==> src/design/bes_pkg.sv <==
`timescale 1ns / 1ps
`default_nettype none

package bes_pkg;

    // Default batch size and the element width.
    localparam int unsigned DEF_LENGTH = 8;
    localparam int unsigned DATA_W     = 32;

    // Sequencer states of the sorter.
    typedef enum logic [2:0] {
        S_LOAD,
        S_RD_I,
        S_GET_I,
        S_CMP,
        S_WR_I,
        S_OUT_RD,
        S_OUT_LD
    } t_state;

endpackage

`default_nettype wire

==> src/design/batch_exchange_sorter.sv <==
`timescale 1ns / 1ps
`default_nettype none

// Channel   Direction  Handshake          Payload
// input     in         i_valid / o_stall  i_value
// output    out        o_valid / i_stall  o_sorted_value, o_is_last
//
// A request is written into the element store while loading; the last request of a
// batch starts the sort. The sort uses one compare unit and one memory port pair:
// each position i is read into r_a, compared with every later position (swapping
// on the way) and written back; then the results are read out one by one.
// Reset (synchronous, active low) returns to loading an empty batch.
// A stalled output holds the sequencer in its output state; no request is taken
// until all results of the batch have been placed in the output register.

module batch_exchange_sorter
    import bes_pkg::*;
#(
    parameter int unsigned LENGTH = DEF_LENGTH
) (
    input  wire logic                     i_clk,
    input  wire logic                     i_rst_n,
    input  wire logic                     i_valid,
    output logic                          o_stall,
    input  wire logic signed [DATA_W-1:0] i_value,
    output logic                          o_valid,
    input  wire logic                     i_stall,
    output logic signed [DATA_W-1:0]      o_sorted_value,
    output logic                          o_is_last
);

    localparam int unsigned AW   = $clog2(LENGTH);
    localparam logic [AW-1:0] LAST = AW'(LENGTH - 1);
    localparam logic [AW-1:0] ONE  = AW'(1);

    // Element store and its registered read data.
    logic signed [DATA_W-1:0] mem [LENGTH];
    logic signed [DATA_W-1:0] r_rdata;

    logic                     mem_we;
    logic [AW-1:0]            mem_waddr;
    logic signed [DATA_W-1:0] mem_wdata;
    logic                     rd_en;
    logic [AW-1:0]            rd_addr;

    t_state                   r_state, n_state;
    logic [AW-1:0]            r_cnt, n_cnt;
    logic [AW-1:0]            r_i, n_i;
    logic [AW-1:0]            r_j, n_j;
    logic [AW-1:0]            r_k, n_k;
    logic signed [DATA_W-1:0] r_a, n_a;
    logic                     r_out_valid, n_out_valid;
    logic signed [DATA_W-1:0] r_out_value, n_out_value;
    logic                     r_out_last, n_out_last;
    logic                     out_load;
    logic                     a_gt;

    // The single compare unit: held element against the element read back.
    assign a_gt = r_a > r_rdata;

    // Memory write and registered read.
    always_ff @(posedge i_clk) begin
        if (mem_we) begin
            mem[mem_waddr] <= mem_wdata;
        end
        if (rd_en) begin
            r_rdata <= mem[rd_addr];
        end
    end

    // Control state.
    always_ff @(posedge i_clk) begin
        if (!i_rst_n) begin
            r_state     <= S_LOAD;
            r_cnt       <= '0;
            r_out_valid <= 1'b0;
        end else begin
            r_state     <= n_state;
            r_cnt       <= n_cnt;
            r_out_valid <= n_out_valid;
        end
    end

    // Indexes, held element and output payload.
    always_ff @(posedge i_clk) begin
        r_i         <= n_i;
        r_j         <= n_j;
        r_k         <= n_k;
        r_a         <= n_a;
        r_out_value <= n_out_value;
        r_out_last  <= n_out_last;
    end

    // Sequencer: load, exchange sort with position i held in r_a, then emit.
    always_comb begin
        n_state     = r_state;
        n_cnt       = r_cnt;
        n_i         = r_i;
        n_j         = r_j;
        n_k         = r_k;
        n_a         = r_a;
        n_out_valid = r_out_valid && i_stall;
        n_out_value = r_out_value;
        n_out_last  = r_out_last;
        mem_we      = 1'b0;
        mem_waddr   = r_cnt;
        mem_wdata   = i_value;
        rd_en       = 1'b0;
        rd_addr     = r_i;
        out_load    = 1'b0;

        unique case (r_state)
            S_LOAD: begin
                if (i_valid) begin
                    mem_we = 1'b1;
                    if (r_cnt == LAST) begin
                        n_cnt   = '0;
                        n_i     = '0;
                        n_state = S_RD_I;
                    end else begin
                        n_cnt = r_cnt + ONE;
                    end
                end
            end
            S_RD_I: begin
                rd_en   = 1'b1;
                n_state = S_GET_I;
            end
            S_GET_I: begin
                n_a     = r_rdata;
                n_j     = r_i + ONE;
                rd_en   = 1'b1;
                rd_addr = r_i + ONE;
                n_state = S_CMP;
            end
            S_CMP: begin
                // Swap when the held earlier element is greater.
                if (a_gt) begin
                    mem_we    = 1'b1;
                    mem_waddr = r_j;
                    mem_wdata = r_a;
                    n_a       = r_rdata;
                end
                if (r_j == LAST) begin
                    n_state = S_WR_I;
                end else begin
                    n_j     = r_j + ONE;
                    rd_en   = 1'b1;
                    rd_addr = r_j + ONE;
                end
            end
            S_WR_I: begin
                mem_we    = 1'b1;
                mem_waddr = r_i;
                mem_wdata = r_a;
                if (r_i == LAST - ONE) begin
                    n_k     = '0;
                    n_state = S_OUT_RD;
                end else begin
                    n_i     = r_i + ONE;
                    rd_en   = 1'b1;
                    rd_addr = r_i + ONE;
                    n_state = S_GET_I;
                end
            end
            S_OUT_RD: begin
                rd_en   = 1'b1;
                rd_addr = r_k;
                n_state = S_OUT_LD;
            end
            S_OUT_LD: begin
                if (!r_out_valid || !i_stall) begin
                    out_load    = 1'b1;
                    n_out_valid = 1'b1;
                    n_out_value = r_rdata;
                    n_out_last  = (r_k == LAST);
                    if (r_k == LAST) begin
                        n_state = S_LOAD;
                    end else begin
                        n_k     = r_k + ONE;
                        n_state = S_OUT_RD;
                    end
                end
            end
            default: begin
                n_state = S_LOAD;
            end
        endcase
    end

    assign o_stall        = (r_state != S_LOAD);
    assign o_valid        = r_out_valid;
    assign o_sorted_value = r_out_value;
    assign o_is_last      = r_out_last;

`ifndef SYNTH
    // The load count is only in use while loading.
    a_cnt_idle: assert property (@(posedge i_clk) disable iff (!i_rst_n)
        (r_state != S_LOAD) |-> (r_cnt == '0))
        else $error("load count not cleared during sort or output");

    // Every compare is against a later position.
    a_j_after_i: assert property (@(posedge i_clk) disable iff (!i_rst_n)
        (r_state == S_CMP) |-> (r_j > r_i))
        else $error("compare index not after held position");

    // Results within a batch leave in ascending order.
    a_ascending: assert property (@(posedge i_clk) disable iff (!i_rst_n)
        (out_load && (r_k != '0)) |-> (r_rdata >= r_out_value))
        else $error("sorted output out of order");

    // The final result carries the last flag and ends the output phase.
    a_last_done: assert property (@(posedge i_clk) disable iff (!i_rst_n)
        (out_load && (r_k == LAST)) |=> (r_state == S_LOAD) && o_is_last)
        else $error("last flag or return to loading missing");
`endif

endmodule

`default_nettype wire

==> config.mk <==
export PLATFORM = sky130hd
export DESIGN_NAME = batch_exchange_sorter
export DESIGN_NICKNAME = d
export VERILOG_FILES = /design/src/design/bes_pkg.sv /design/src/design/batch_exchange_sorter.sv
export SDC_FILE = /design/constraint.sdc
export NUM_CORES = 1
export LEC_CHECK = 0
export BUFFER_PORTS_ARGS = -buffer_cell sky130_fd_sc_hd__buf_2
export CAP_MARGIN = 5
export CORE_MARGIN = 2
export CORE_UTILIZATION = 50
export CTS_CLUSTER_SIZE = 20
export DETAILED_ROUTE_END_ITERATION = 10
export GPL_TIMING_DRIVEN = 0
export HOLD_SLACK_MARGIN = 0.05
export PLACE_DENSITY_LB_ADDON = 0.05
export SYNTH_ARGS = -nofsm -noshare
export SYNTH_HDL_FRONTEND = slang
export SYNTH_SLANG_ARGS = --single-unit
==> constraint.sdc <==
create_clock -name i_clk -period 6.2 [get_ports i_clk]
set_input_delay 0.93 -clock i_clk [delete_from_list [all_inputs] [get_ports i_clk]]
set_output_delay 0.93 -clock i_clk [all_outputs]
set_load 0.1 [all_outputs]
==> summary.md, run 1 <==
| Metric | Value |
|---|---|
| Peak supply drop | 0.0002563 V |
| Final Total Pwr | 0.005032 W |
| Sink Count | 369 |
| Worst Max-Slew Pin Slew | 0.9675 ns |
| Mean post-synth cell area | 12.99 um^2 |
| P&R area growth vs syn | 16.08% |
| Core area | 30,510 um^2 |
| Hold Crit Depth | 0 |
| Worst r2r path cells | 12 |
| CP max FO | 10 |
| Post-CTS setup buffers | 0 |
| Top FF cell, synth | edfxtp_1 |
| Power Density | 281.2 nW/um^2 |
| Startpoint Class | flop |
| Gr usage total | 24.19% |
| DR vias/cell | 5.563 |
| Dpl cell area | 16,760 um^2 |
| Setup TNS | 0 ns |
| Final WL | 39,240 um |
| Syn Nets | 1,263 |
| Starting DRC count in detailed routing | 720 |
| CP Data Required Time | 6.42 ns |
| CTS resizes | 0 |
| Gpl congestion | 0.8223 |
| Leak | 6.607 nW |
| Async S/R FF share, synth | 0% |
| Vias in the first global route | 9,431 |
| First-pass GRT wire length | 58,390 um |
| Final max-slew violation count | 0 |
| RSZ-0062 raised after global routing | no |
| DP Wirelength | 26,690 um |
| Placed Cells | 1,686 |
| Relative slew slack | 34.82% |
| R2r setup slk | 1.80 ns |
| H-tree levels | 2 |
| Period utilisation layout | 71.03% |
| RR Startpoint | r_rdata[15] |
| Die height | 179.6 um |
| I/O Pins | 71 |
| Worst-path clk slew | 0.06 ns |
| HP Class | reg -> reg |
| CTS tree | yes |
| Synthesized instance count | 1,187 |
| FF-to-FF End | mem[4][19] |
| Maximum clock path buffer count | 3 |
| # diodes | 0 |
| Nets | 1,407 |
| Synth warnings | 0 |
| Cell Area, Synth | 15,420 um^2 |
| Hold Buf Count CTS | 0 |
| Die ar. | 32,250 um^2 |
| Drt wl/cell | 22.37 um |
| Max Freq | 0.2271 GHz |
| Setup crit start | r_rdata[15] |
| Finished Layout Cells | 1,754 |
| Seq/Total Area, Yosys | 71.42% |
| Worst Setup End Kind | flop |
| Largest net degree at the start of global routing | 21 |
| Clock latency on the worst-skew pair | 0.52 ns |
| Initial Util | 50.53% |
| Design area | 17,900 um^2 |
| Final Hold Viols | 0 |
| Yosys reg bits | 369 |
| Share of cells above drive strength 1 | 17.89% |
| Post-synth EDFFs | 362 |
| DRC | 0 |
| # Max-Cap Violations | 0 |
| TritonCTS Buffers | 39 |
| Worst Hold End | o_sorted_value[19] |
| Die width | 179.6 um |
| Row Count | 64 |
| Root buffer cell | clkbuf_16 |
| Vias | 9,757 |
| First-pass DRT Iterations | 6 |
| IO buf count | 70 |
| Min-delay src | r_rdata[19] |
| Status | finished clean |
| Post-route ant nets | 0 |
| Netlist cell types | 59 |
| Fin Clk Skew | 0.01259 ns |
| Critical path class | reg -> reg |
| Final setup fails | 0 |
| Post-route minimum period | 4.404 ns |
| GRT overflow | 0 |
| Fillers | 2,488 |
| Arr. time, crit path | 4.63 ns |
| Initial antenna violation count | 0 |
where the power goes:
| group | internal, W | switching, W | total, W |
|---|---|---|---|
| registers | 0.00277 | 0.00000884 | 0.00278 |
| logic | 0.0000468 | 0.0000853 | 0.000132 |
| clock network | 0.00120 | 0.000921 | 0.00212 |
cell usage after synthesis, types with 4 or more instances:
cell,count,area [um^2]
nor2b_1,4,25.02
inv_1,40,150.1
a221oi_1,4,35.03
a21o_1,4,30.03
buf_2,16,80.08
dfxtp_1,7,140.1
o21ai_1,18,90.09
buf_4,13,97.59
edfxtp_1,362,10870
a21oi_1,27,135.1
nor2_1,22,82.58
nand3_1,165,825.8
nand4_1,7,43.79
o21ai_0,21,105.1
ha_1,40,500.5
and2_1,4,25.02
nand2_1,300,1126
nor3_1,17,85.08
mux2_2,31,349.1
clkbuf_1,27,101.4
kinds of logic (layout without fill, tap and decap cells):
family | count (synthesis) | after routing | share of synthesized area [%]
simple gates | 539 | 539 | 15.57
xor+xnor | 2 | 2 | 0.1136
flops | 369 | 369 | 71.42
fa+ha+maj | 40 | 40 | 3.246
mux | 32 | 32 | 2.329
compound gates | 104 | 104 | 4.261
buf+inv | 101 | 272 | 3.068
worst max path at each step:
stage | endpoint | slack, ns | depth (start not counted)
finish | mem[4][19] | 1.80 | 12
global route | mem[4][18] | 1.61 | 12
CTS | mem[4][19] | 1.74 | 12
detailed placement | mem[4][19] | 1.76 | 12
global placement | mem[1][7] | -2.19 | 10
floorplan | mem[0][0] | 1.27 | 8
worst max-delay path: stages, from the launching register on:
cell and delay, ns:
edfxtp_1 0.41, inv_1 0.07, ha_1 0.29, nand4_1 0.34, or3_1 0.51, a21oi_1 0.29, or4_4 0.25, a211oi_2 0.08
buf_4 0.21, a221o_1 0.40, nor3_2 0.80, buf_6 0.26, buf_6 0.18
layout by cell type (no fill, tap or decap), types with 15 or more instances in the layout:
| master | instances |
|---|---|
| clkbuf_16 | 39 |
| mux2_2 | 31 |
| o21ai_0 | 21 |
| buf_6 | 26 |
| ha_1 | 40 |
| inv_1 | 40 |
| nand2_1 | 300 |
| edfxtp_1 | 362 |
| nand3_1 | 165 |
| clkbuf_1 | 36 |
| buf_2 | 86 |
| buf_4 | 15 |
| a21oi_1 | 25 |
| o21ai_1 | 18 |
| nor2_1 | 22 |
registers in the layout, summed over array words and instances (netlist names):
register	cells
r_state	3
r_a	32
o_sorted_value	32
r_j	3
r_rdata	32
r_cnt	3
o_is_last	1
o_valid	1
mem	256
r_i	3
r_k	3
per-layer routing:
layer,wire length [um],GRT usage (%),vias to the layer above
li1,-,-,4605
met1,17170,33.73,4811
met2,19060,40.46,291
met3,2247,3.444,50
met4,763,5.854,0
met5,0,0,-
layout make-up:
type / count / area (um^2) / area share, %
clock buffer: 48 / 1010 / 5.642
inverter: 40 / 150.1 / 0.8390
timing repair buffer: 103 / 770.7 / 4.307
sequential: 369 / 11010 / 61.53
tap: 396 / 495.5 / 2.769
multi-input combinational: 717 / 4011 / 22.41
clock inverter: 20 / 125.1 / 0.6992
buffer: 61 / 322.8 / 1.804
stage by stage:
stage | setup slack [ns] | hold WS, ns | utilization, %
after CTS | 1.737 | 0.4793 | 58.66
after detailed placement | 1.764 | 0.4632 | 54.94
after global placement | -2.194 | 0.4570 | 53.31
after global routing | 1.607 | 0.4858 | 58.66
final | 1.796 | 0.4748 | 58.66
after floorplan | 1.268 | 0.4450 | -
No activity file was read; power rests on OpenSTA's default activity.
==> inputs of run 2 (changes only) <==
==> constraint.sdc (replaced) <==
create_clock -name i_clk -period 4.2 [get_ports i_clk]
set_input_delay 0.63 -clock i_clk [delete_from_list [all_inputs] [get_ports i_clk]]
set_output_delay 0.63 -clock i_clk [all_outputs]
set_load 0.1 [all_outputs]
==> run 2 against run 1 <==
Hold slack got worse by 0.075 ns; largest power group unchanged; critical endpoint is now mem[2][12]; wire length is 0.62% lower; core utilization up 0.68 points; via count shrank 0.23%; maximum frequency increased by 9.8%; combinational power is 54% higher.
==> summary.md, run 2 (synthesis gave the netlist of run 1 again) <==
| Metric | Value |
|---|---|
| Status | finished clean (unchanged) |
| Share of cells above drive strength 1 | 18.07% (was 17.89%) |
| Final worst setup slack | 0.1899 ns (was 1.796 ns) |
| Min-delay src | i_rst_n (was r_rdata[19]) |
| Vias in the first global route | 9,450 (was 9,431) |
| Die height | 179.6 um (unchanged) |
| Fillers | 2,393 (was 2,488) |
| TritonCTS Buffers | 40 (was 39) |
| Critical path class | reg -> reg (unchanged) |
| Post-route ant nets | 0 (unchanged) |
| Largest net degree at the start of global routing | 22 (was 21) |
| Hold Buf Count CTS | 0 (unchanged) |
| Final max-slew violation count | 0 (unchanged) |
| Row Count | 64 (unchanged) |
| Top reg by flops | mem (unchanged) |
| Root buffer cell | clkbuf_16 (unchanged) |
| First-pass DRT Iterations | 5 (was 6) |
| Post-route minimum period | 4.010 ns (was 4.404 ns) |
| Commonest non-fill, non-tap cell in the layout | edfxtp_1 (unchanged) |
| Worst Max-Slew Pin Slew | 0.9588 ns (was 0.9675 ns) |
| RSZ-0062 raised after global routing | no (unchanged) |
| Starting DRC count in detailed routing | 830 (was 720) |
| Maximum clock path buffer count | 3 (unchanged) |
| # Max-Cap Violations | 0 (unchanged) |
| Die ar. | 32,250 um^2 (unchanged) |
| Relative slew slack | 35.40% (was 34.82%) |
| Max Freq | 0.2494 GHz (was 0.2271 GHz) |
| Nets | 1,410 (was 1,407) |
| Initial antenna violation count | 0 (unchanged) |
| CP Data Required Time | 4.43 ns (was 6.42 ns) |
| Fin Clk Skew | 0.01389 ns (was 0.01259 ns) |
| Hold Crit Depth | 2 (was 0) |
| Core area | 30,510 um^2 (unchanged) |
| Startpoint Class | flop (unchanged) |
| Peak supply drop | 0.0002978 V (was 0.0002563 V) |
| Drt wl/cell | 22.20 um (was 22.37 um) |
| Final Hold Viols | 0 (unchanged) |
| Vias | 9,735 (was 9,757) |
| Worst Setup End Kind | flop (unchanged) |
| CP max FO | 8 (was 10) |
| GRT overflow | 0 (unchanged) |
| HP Class | in -> reg (was reg -> reg) |
| Period utilisation layout | 95.48% (was 71.03%) |
| First-pass GRT wire length | 58,530 um (was 58,390 um) |
| P&R area growth vs syn | 17.42% (was 16.08%) |
| Gpl congestion | 0.8133 (was 0.8223) |
| Most frequent cells in the layout | 362 x edfxtp_1, 300 x nand2_1, 165 x nand3_1, 86 x buf_2, 42 x clkbuf_16 (was 362 x edfxtp_1, 300 x nand2_1, 165 x nand3_1, 86 x buf_2) |
| Power Density | 420.7 nW/um^2 (was 281.2 nW/um^2) |
| Gr usage total | 24.19% (about the same) |
| IO buf count | 70 (unchanged) |
| H-tree levels | 2 (unchanged) |
| FF-to-FF End | mem[2][12] (was mem[4][19]) |
| Initial Util | 50.53% (unchanged) |
| R2r setup slk | 0.19 ns (was 1.80 ns) |
| I/O Pins | 71 (unchanged) |
| # diodes | 0 (unchanged) |
| DP Wirelength | 26,220 um (was 26,690 um) |
| Die width | 179.6 um (unchanged) |
| Worst Hold End | r_state[1] (was o_sorted_value[19]) |
| DR vias/cell | 5.541 (was 5.563) |
| Worst-path clk slew | 0.06 ns (about the same) |
| Leak | 6.703 nW (was 6.607 nW) |
| DRC | 0 (unchanged) |
| Worst r2r path cells | 10 (was 12) |
| CTS tree | yes (unchanged) |
| Clock latency on the worst-skew pair | 0.53 ns (was 0.52 ns) |
| Place WS | -0.1584 ns (was 1.764 ns) |
| Arr. time, crit path | 4.24 ns (was 4.63 ns) |
| Final WL | 39,000 um (was 39,240 um) |
| Sink Count | 369 (unchanged) |
| Final setup fails | 0 (unchanged) |
| Number of flip-flops in the largest register | 256 (unchanged) |
| Final hold slack | 0.4003 ns (was 0.4748 ns) |
| Setup crit start | r_a[5] (was r_rdata[15]) |
| RR Startpoint | r_a[5] (was r_rdata[15]) |
==> run 2: worst max-delay path by stage <==
stage                       endpoint  slack [ns]  depth (start not counted)
after floorplan            mem[0][0]       -0.73                          8
after global placement     mem[3][6]       -4.11                         10
after detailed placement   mem[1][6]       -0.16                         12
after CTS                 mem[1][31]       0.009                         12
after global routing       mem[2][5]        0.11                         11
final                     mem[2][12]        0.19                         10
==> run 2: report_power, final <==
group	switching [W]	internal (W)
sequential	0.0000131	0.00409
combinational	0.000129	0.0000746
clock	0.00136	0.00194
total	0.00150	0.00611
==> run 2: critical path, stage by stage, from the launching register on <==
cell      delay, ns
edfxtp_1       0.44
ha_1           0.33
nand4_1        0.27
nor4_4         0.54
a21oi_1        0.17
o2111a_1       0.21
a21o_1         0.26
a221o_1        0.52
nor3_2         0.52
buf_6          0.25
buf_6          0.18
==> run 2: metal layers <==
layer | GRT usage (%) | up-vias | part of all wire (%) | routed length [um]
li1 | - | 4612 | - | -
met1 | 34.10 | 4743 | 44 | 17230
met2 | 39.08 | 308 | 47 | 18510
met3 | 3.728 | 72 | 5.6 | 2199
met4 | 7.512 | 0 | 2.7 | 1053
met5 | 0 | - | 0 | 0
==> run 2: final cells by class <==
class	instances	area, um^2	share of cell area, %
inverter	40	150.1	0.8294
clock buffer	52	1089	6.013
multi-input combinational	717	4060	22.43
sequential	369	11010	60.82
timing repair buffer	105	838.3	4.631
tap	396	495.5	2.737
clock inverter	17	137.6	0.7602
buffer	61	322.8	1.783
==> run 2: metrics by stage <==
| step | total power (W) | instance area, um^2 | cells | utilization, % | TNS (ns) |
|---|---|---|---|---|---|
| 6_report | 0.007616 | 18100 | 1757 | 59.34 | 0 |
| 5_1_grt | 0.007845 | 18100 | 1757 | 59.34 | 0 |
| 4_1_cts | 0.007682 | 18080 | 1754 | 59.26 | 0 |
| 3_5_place_dp | 0.004383 | 16810 | 1684 | 55.10 | -6.921 |
| 3_3_place_gp | 0.004362 | 16270 | 1653 | 53.34 | -936.58 |
| 2_1_floorplan | 0.004286 | 15430 | 1187 | - | -138.84 |
==> run 2: repair_timing <==
item / in CTS / in global routing
pin swaps: 1 / 4
buffers inserted: 1 / 3
cloned: 0 / 0
setup endpoints to repair: 102 / 79
resized for setup: 6 / 0
==> inputs of run 3 (changes only) <==
--- a/config.mk
+++ b/config.mk
@@ -9,11 +9,13 @@
 export CAP_MARGIN = 5
 export CORE_MARGIN = 2
 export CORE_UTILIZATION = 50
+export CTS_BUF_LIST = sky130_fd_sc_hd__clkbuf_16
 export CTS_CLUSTER_SIZE = 20
 export DETAILED_ROUTE_END_ITERATION = 10
 export GPL_TIMING_DRIVEN = 0
 export HOLD_SLACK_MARGIN = 0.05
 export PLACE_DENSITY_LB_ADDON = 0.05
+export SKIP_CTS_REPAIR_TIMING = 1
 export SYNTH_ARGS = -nofsm -noshare
 export SYNTH_HDL_FRONTEND = slang
 export SYNTH_SLANG_ARGS = --single-unit
==> run 3 against run 2 <==
Combinational power is essentially flat; flip-flop and latch count is the same; core utilization barely moved; worst setup slack got worse by 0.089 ns; cell area barely moved; critical path type unchanged; highest routed layer unchanged.
==> summary.md, run 3 (synthesis gave the netlist of run 1 again) <==
| Metric | Value |
|---|---|
| GRT overflow | 0 (unchanged) |
| TritonCTS Buffers | 40 (unchanged) |
| Crit path depth | 11 (was 10) |
| Leak | 6.742 nW (was 6.703 nW) |
| DRC | 0 (unchanged) |
| Peak supply drop | 0.0002985 V (was 0.0002978 V) |
| Final max-slew violation count | 0 (unchanged) |
| Finished Layout Cells | 1,757 (unchanged) |
| Status | finished clean (unchanged) |
| Arr. time, crit path | 4.33 ns (was 4.24 ns) |
| Starting DRC count in detailed routing | 775 (was 830) |
| Initial Util | 50.53% (unchanged) |
| CP dominant cell by count | buf_6 (unchanged) |
| Fin Clk Skew | 0.01596 ns (was 0.01389 ns) |
| I/O Pins | 71 (unchanged) |
| Crit-path slowest cell | nor4_4 (unchanged) |
| Die width | 179.6 um (unchanged) |
| Final setup fails | 0 (unchanged) |
| Number of flip-flops in the largest register | 256 (unchanged) |
| Setup TNS | 0 ns (unchanged) |
| Post-route ant nets | 0 (unchanged) |
| CP cell instances | ha_1 -> nand4_1 -> nor4_4 -> a21oi_1 -> o2111a_1 -> a21o_1 -> a221o_1 -> nor3_2 -> buf_6 -> buf_8 -> buf_6 (was ha_1 -> nand4_1 -> nor4_4 -> a21oi_1 -> o2111a_1 -> a21o_1 -> a221o_1 -> nor3_2 -> buf_6 -> buf_6) |
| Row Count | 64 (unchanged) |
| CP Data Required Time | 4.43 ns (about the same) |
| Worst r2r path cells | 11 (was 10) |
| Final worst setup slack | 0.1009 ns (was 0.1899 ns) |
| Final WL | 38,950 um (was 39,000 um) |
| Final Hold Viols | 0 (unchanged) |
| CP max FO | 9 (was 8) |
| Place WS | -0.1584 ns (unchanged) |
| Worst Max-Slew Pin Slew | 0.9329 ns (was 0.9588 ns) |
| Critical path class | reg -> reg (unchanged) |
| Share of cells above drive strength 1 | 18.07% (unchanged) |
| Vias in the first global route | 9,429 (was 9,450) |
| Largest delay share family, worst path | simple AND/OR/NAND/NOR gates (unchanged) |
| DP Wirelength | 26,220 um (unchanged) |
| Commonest non-fill, non-tap cell in the layout | edfxtp_1 (unchanged) |
| Core area | 30,510 um^2 (unchanged) |
| Worst Setup End Kind | flop (unchanged) |
| Die ar. | 32,250 um^2 (unchanged) |
| Startpoint Class | flop (unchanged) |
| Bufs and invs on worst path | 3 (was 2) |
| Post-route minimum period | 4.099 ns (was 4.010 ns) |
| Worst-path clk slew | 0.06 ns (about the same) |
| # Max-Cap Violations | 0 (unchanged) |
| HP Class | in -> reg (unchanged) |
| Gr usage total | 24.15% (was 24.19%) |
| Maximum clock path buffer count | 3 (unchanged) |
| H-tree levels | 2 (unchanged) |
| DR vias/cell | 5.545 (was 5.541) |
| Vias | 9,742 (was 9,735) |
| Sink Count | 369 (unchanged) |
| Drt wl/cell | 22.17 um (was 22.20 um) |
| CTS tree | yes (unchanged) |
| First-pass GRT wire length | 58,440 um (was 58,530 um) |
| Die height | 179.6 um (unchanged) |
| Core Util, Final | 59.36% (was 59.34%) |
| First-pass DRT Iterations | 5 (unchanged) |
| Power Density | 419.5 nW/um^2 (was 420.7 nW/um^2) |
| Period utilisation layout | 97.60% (was 95.48%) |
| Most frequent cells in the layout | 362 x edfxtp_1, 300 x nand2_1, 165 x nand3_1, 86 x buf_2, 50 x inv_1 (was 362 x edfxtp_1, 300 x nand2_1, 165 x nand3_1, 86 x buf_2, 42 x clkbuf_16) |
| P&R area growth vs syn | 17.46% (was 17.42%) |
| Clock latency on the worst-skew pair | 0.53 ns (about the same) |
| Nets | 1,410 (unchanged) |
| RSZ-0062 raised after global routing | no (unchanged) |
| # diodes | 0 (unchanged) |
| Top reg by flops | mem (unchanged) |
| Placed Cells | 1,684 (unchanged) |
| Largest net degree at the start of global routing | 22 (unchanged) |
| Final Total Pwr | 0.007597 W (was 0.007616 W) |
| Relative slew slack | 37.15% (was 35.40%) |
| Root buffer cell | clkbuf_16 (unchanged) |
| IO buf count | 70 (unchanged) |
| Max Freq | 0.2440 GHz (was 0.2494 GHz) |
| Hold Crit Depth | 2 (unchanged) |
| Max incr delay on CP | 0.62 ns (was 0.54 ns) |
| Initial antenna violation count | 0 (unchanged) |
| Gpl congestion | 0.8133 (unchanged) |
[run 3: cell types whose count changed in the layout (fill, tap and decap cells not counted), sizes merged]
cell / before / now
clkbuf: 80 / 70
inv: 40 / 50
[run 3: power by group]
group	internal [W]	leakage (nW)	switching, W	total (W)
Sequential	0.00409	3.35	0.0000130	0.00411
Combinational	0.0000750	2.76	0.000129	0.000204
Clock	0.00192	0.636	0.00137	0.00329
[run 3: worst paths after layout]
kind,slack (ns),to,from
worst max-delay path,0.10,mem[4][17],r_a[13]
worst min-delay path,0.40,r_state[1],i_rst_n
worst max register to register,0.10,mem[4][17],r_a[13]
worst min register to register,0.47,o_sorted_value[18],r_rdata[18]
[run 3: layout make-up]
class	instances	area, um^2
Fill cell	2393	12400
Sequential cell	369	11010
Multi-Input combinational cell	717	4066
Clock buffer	42	1051
Timing Repair Buffer	105	838.3
Tap cell	396	495.5
Buffer	61	322.8
Clock inverter	27	175.2
Inverter	40	150.1
[run 3: per-stage QoR]
step,hold slack (ns),instance area (um^2)
finish,0.4034,18110
global route,0.4043,18110
CTS,0.3888,18040
detailed placement,0.4634,16810
global placement,0.4565,16270
floorplan,0.4450,15430
[run 3: metal layers]
layer / part of all wire (%) / global-route usage (%) / wire [um] / up-vias
li1: - / - / - / 4613
met1: 44 / 34.05 / 17030 / 4727
met2: 48 / 39.13 / 18540 / 333
met3: 6.0 / 3.667 / 2354 / 69
met4: 2.6 / 7.382 / 1022 / 0
met5: 0 / 0 / 0 / -
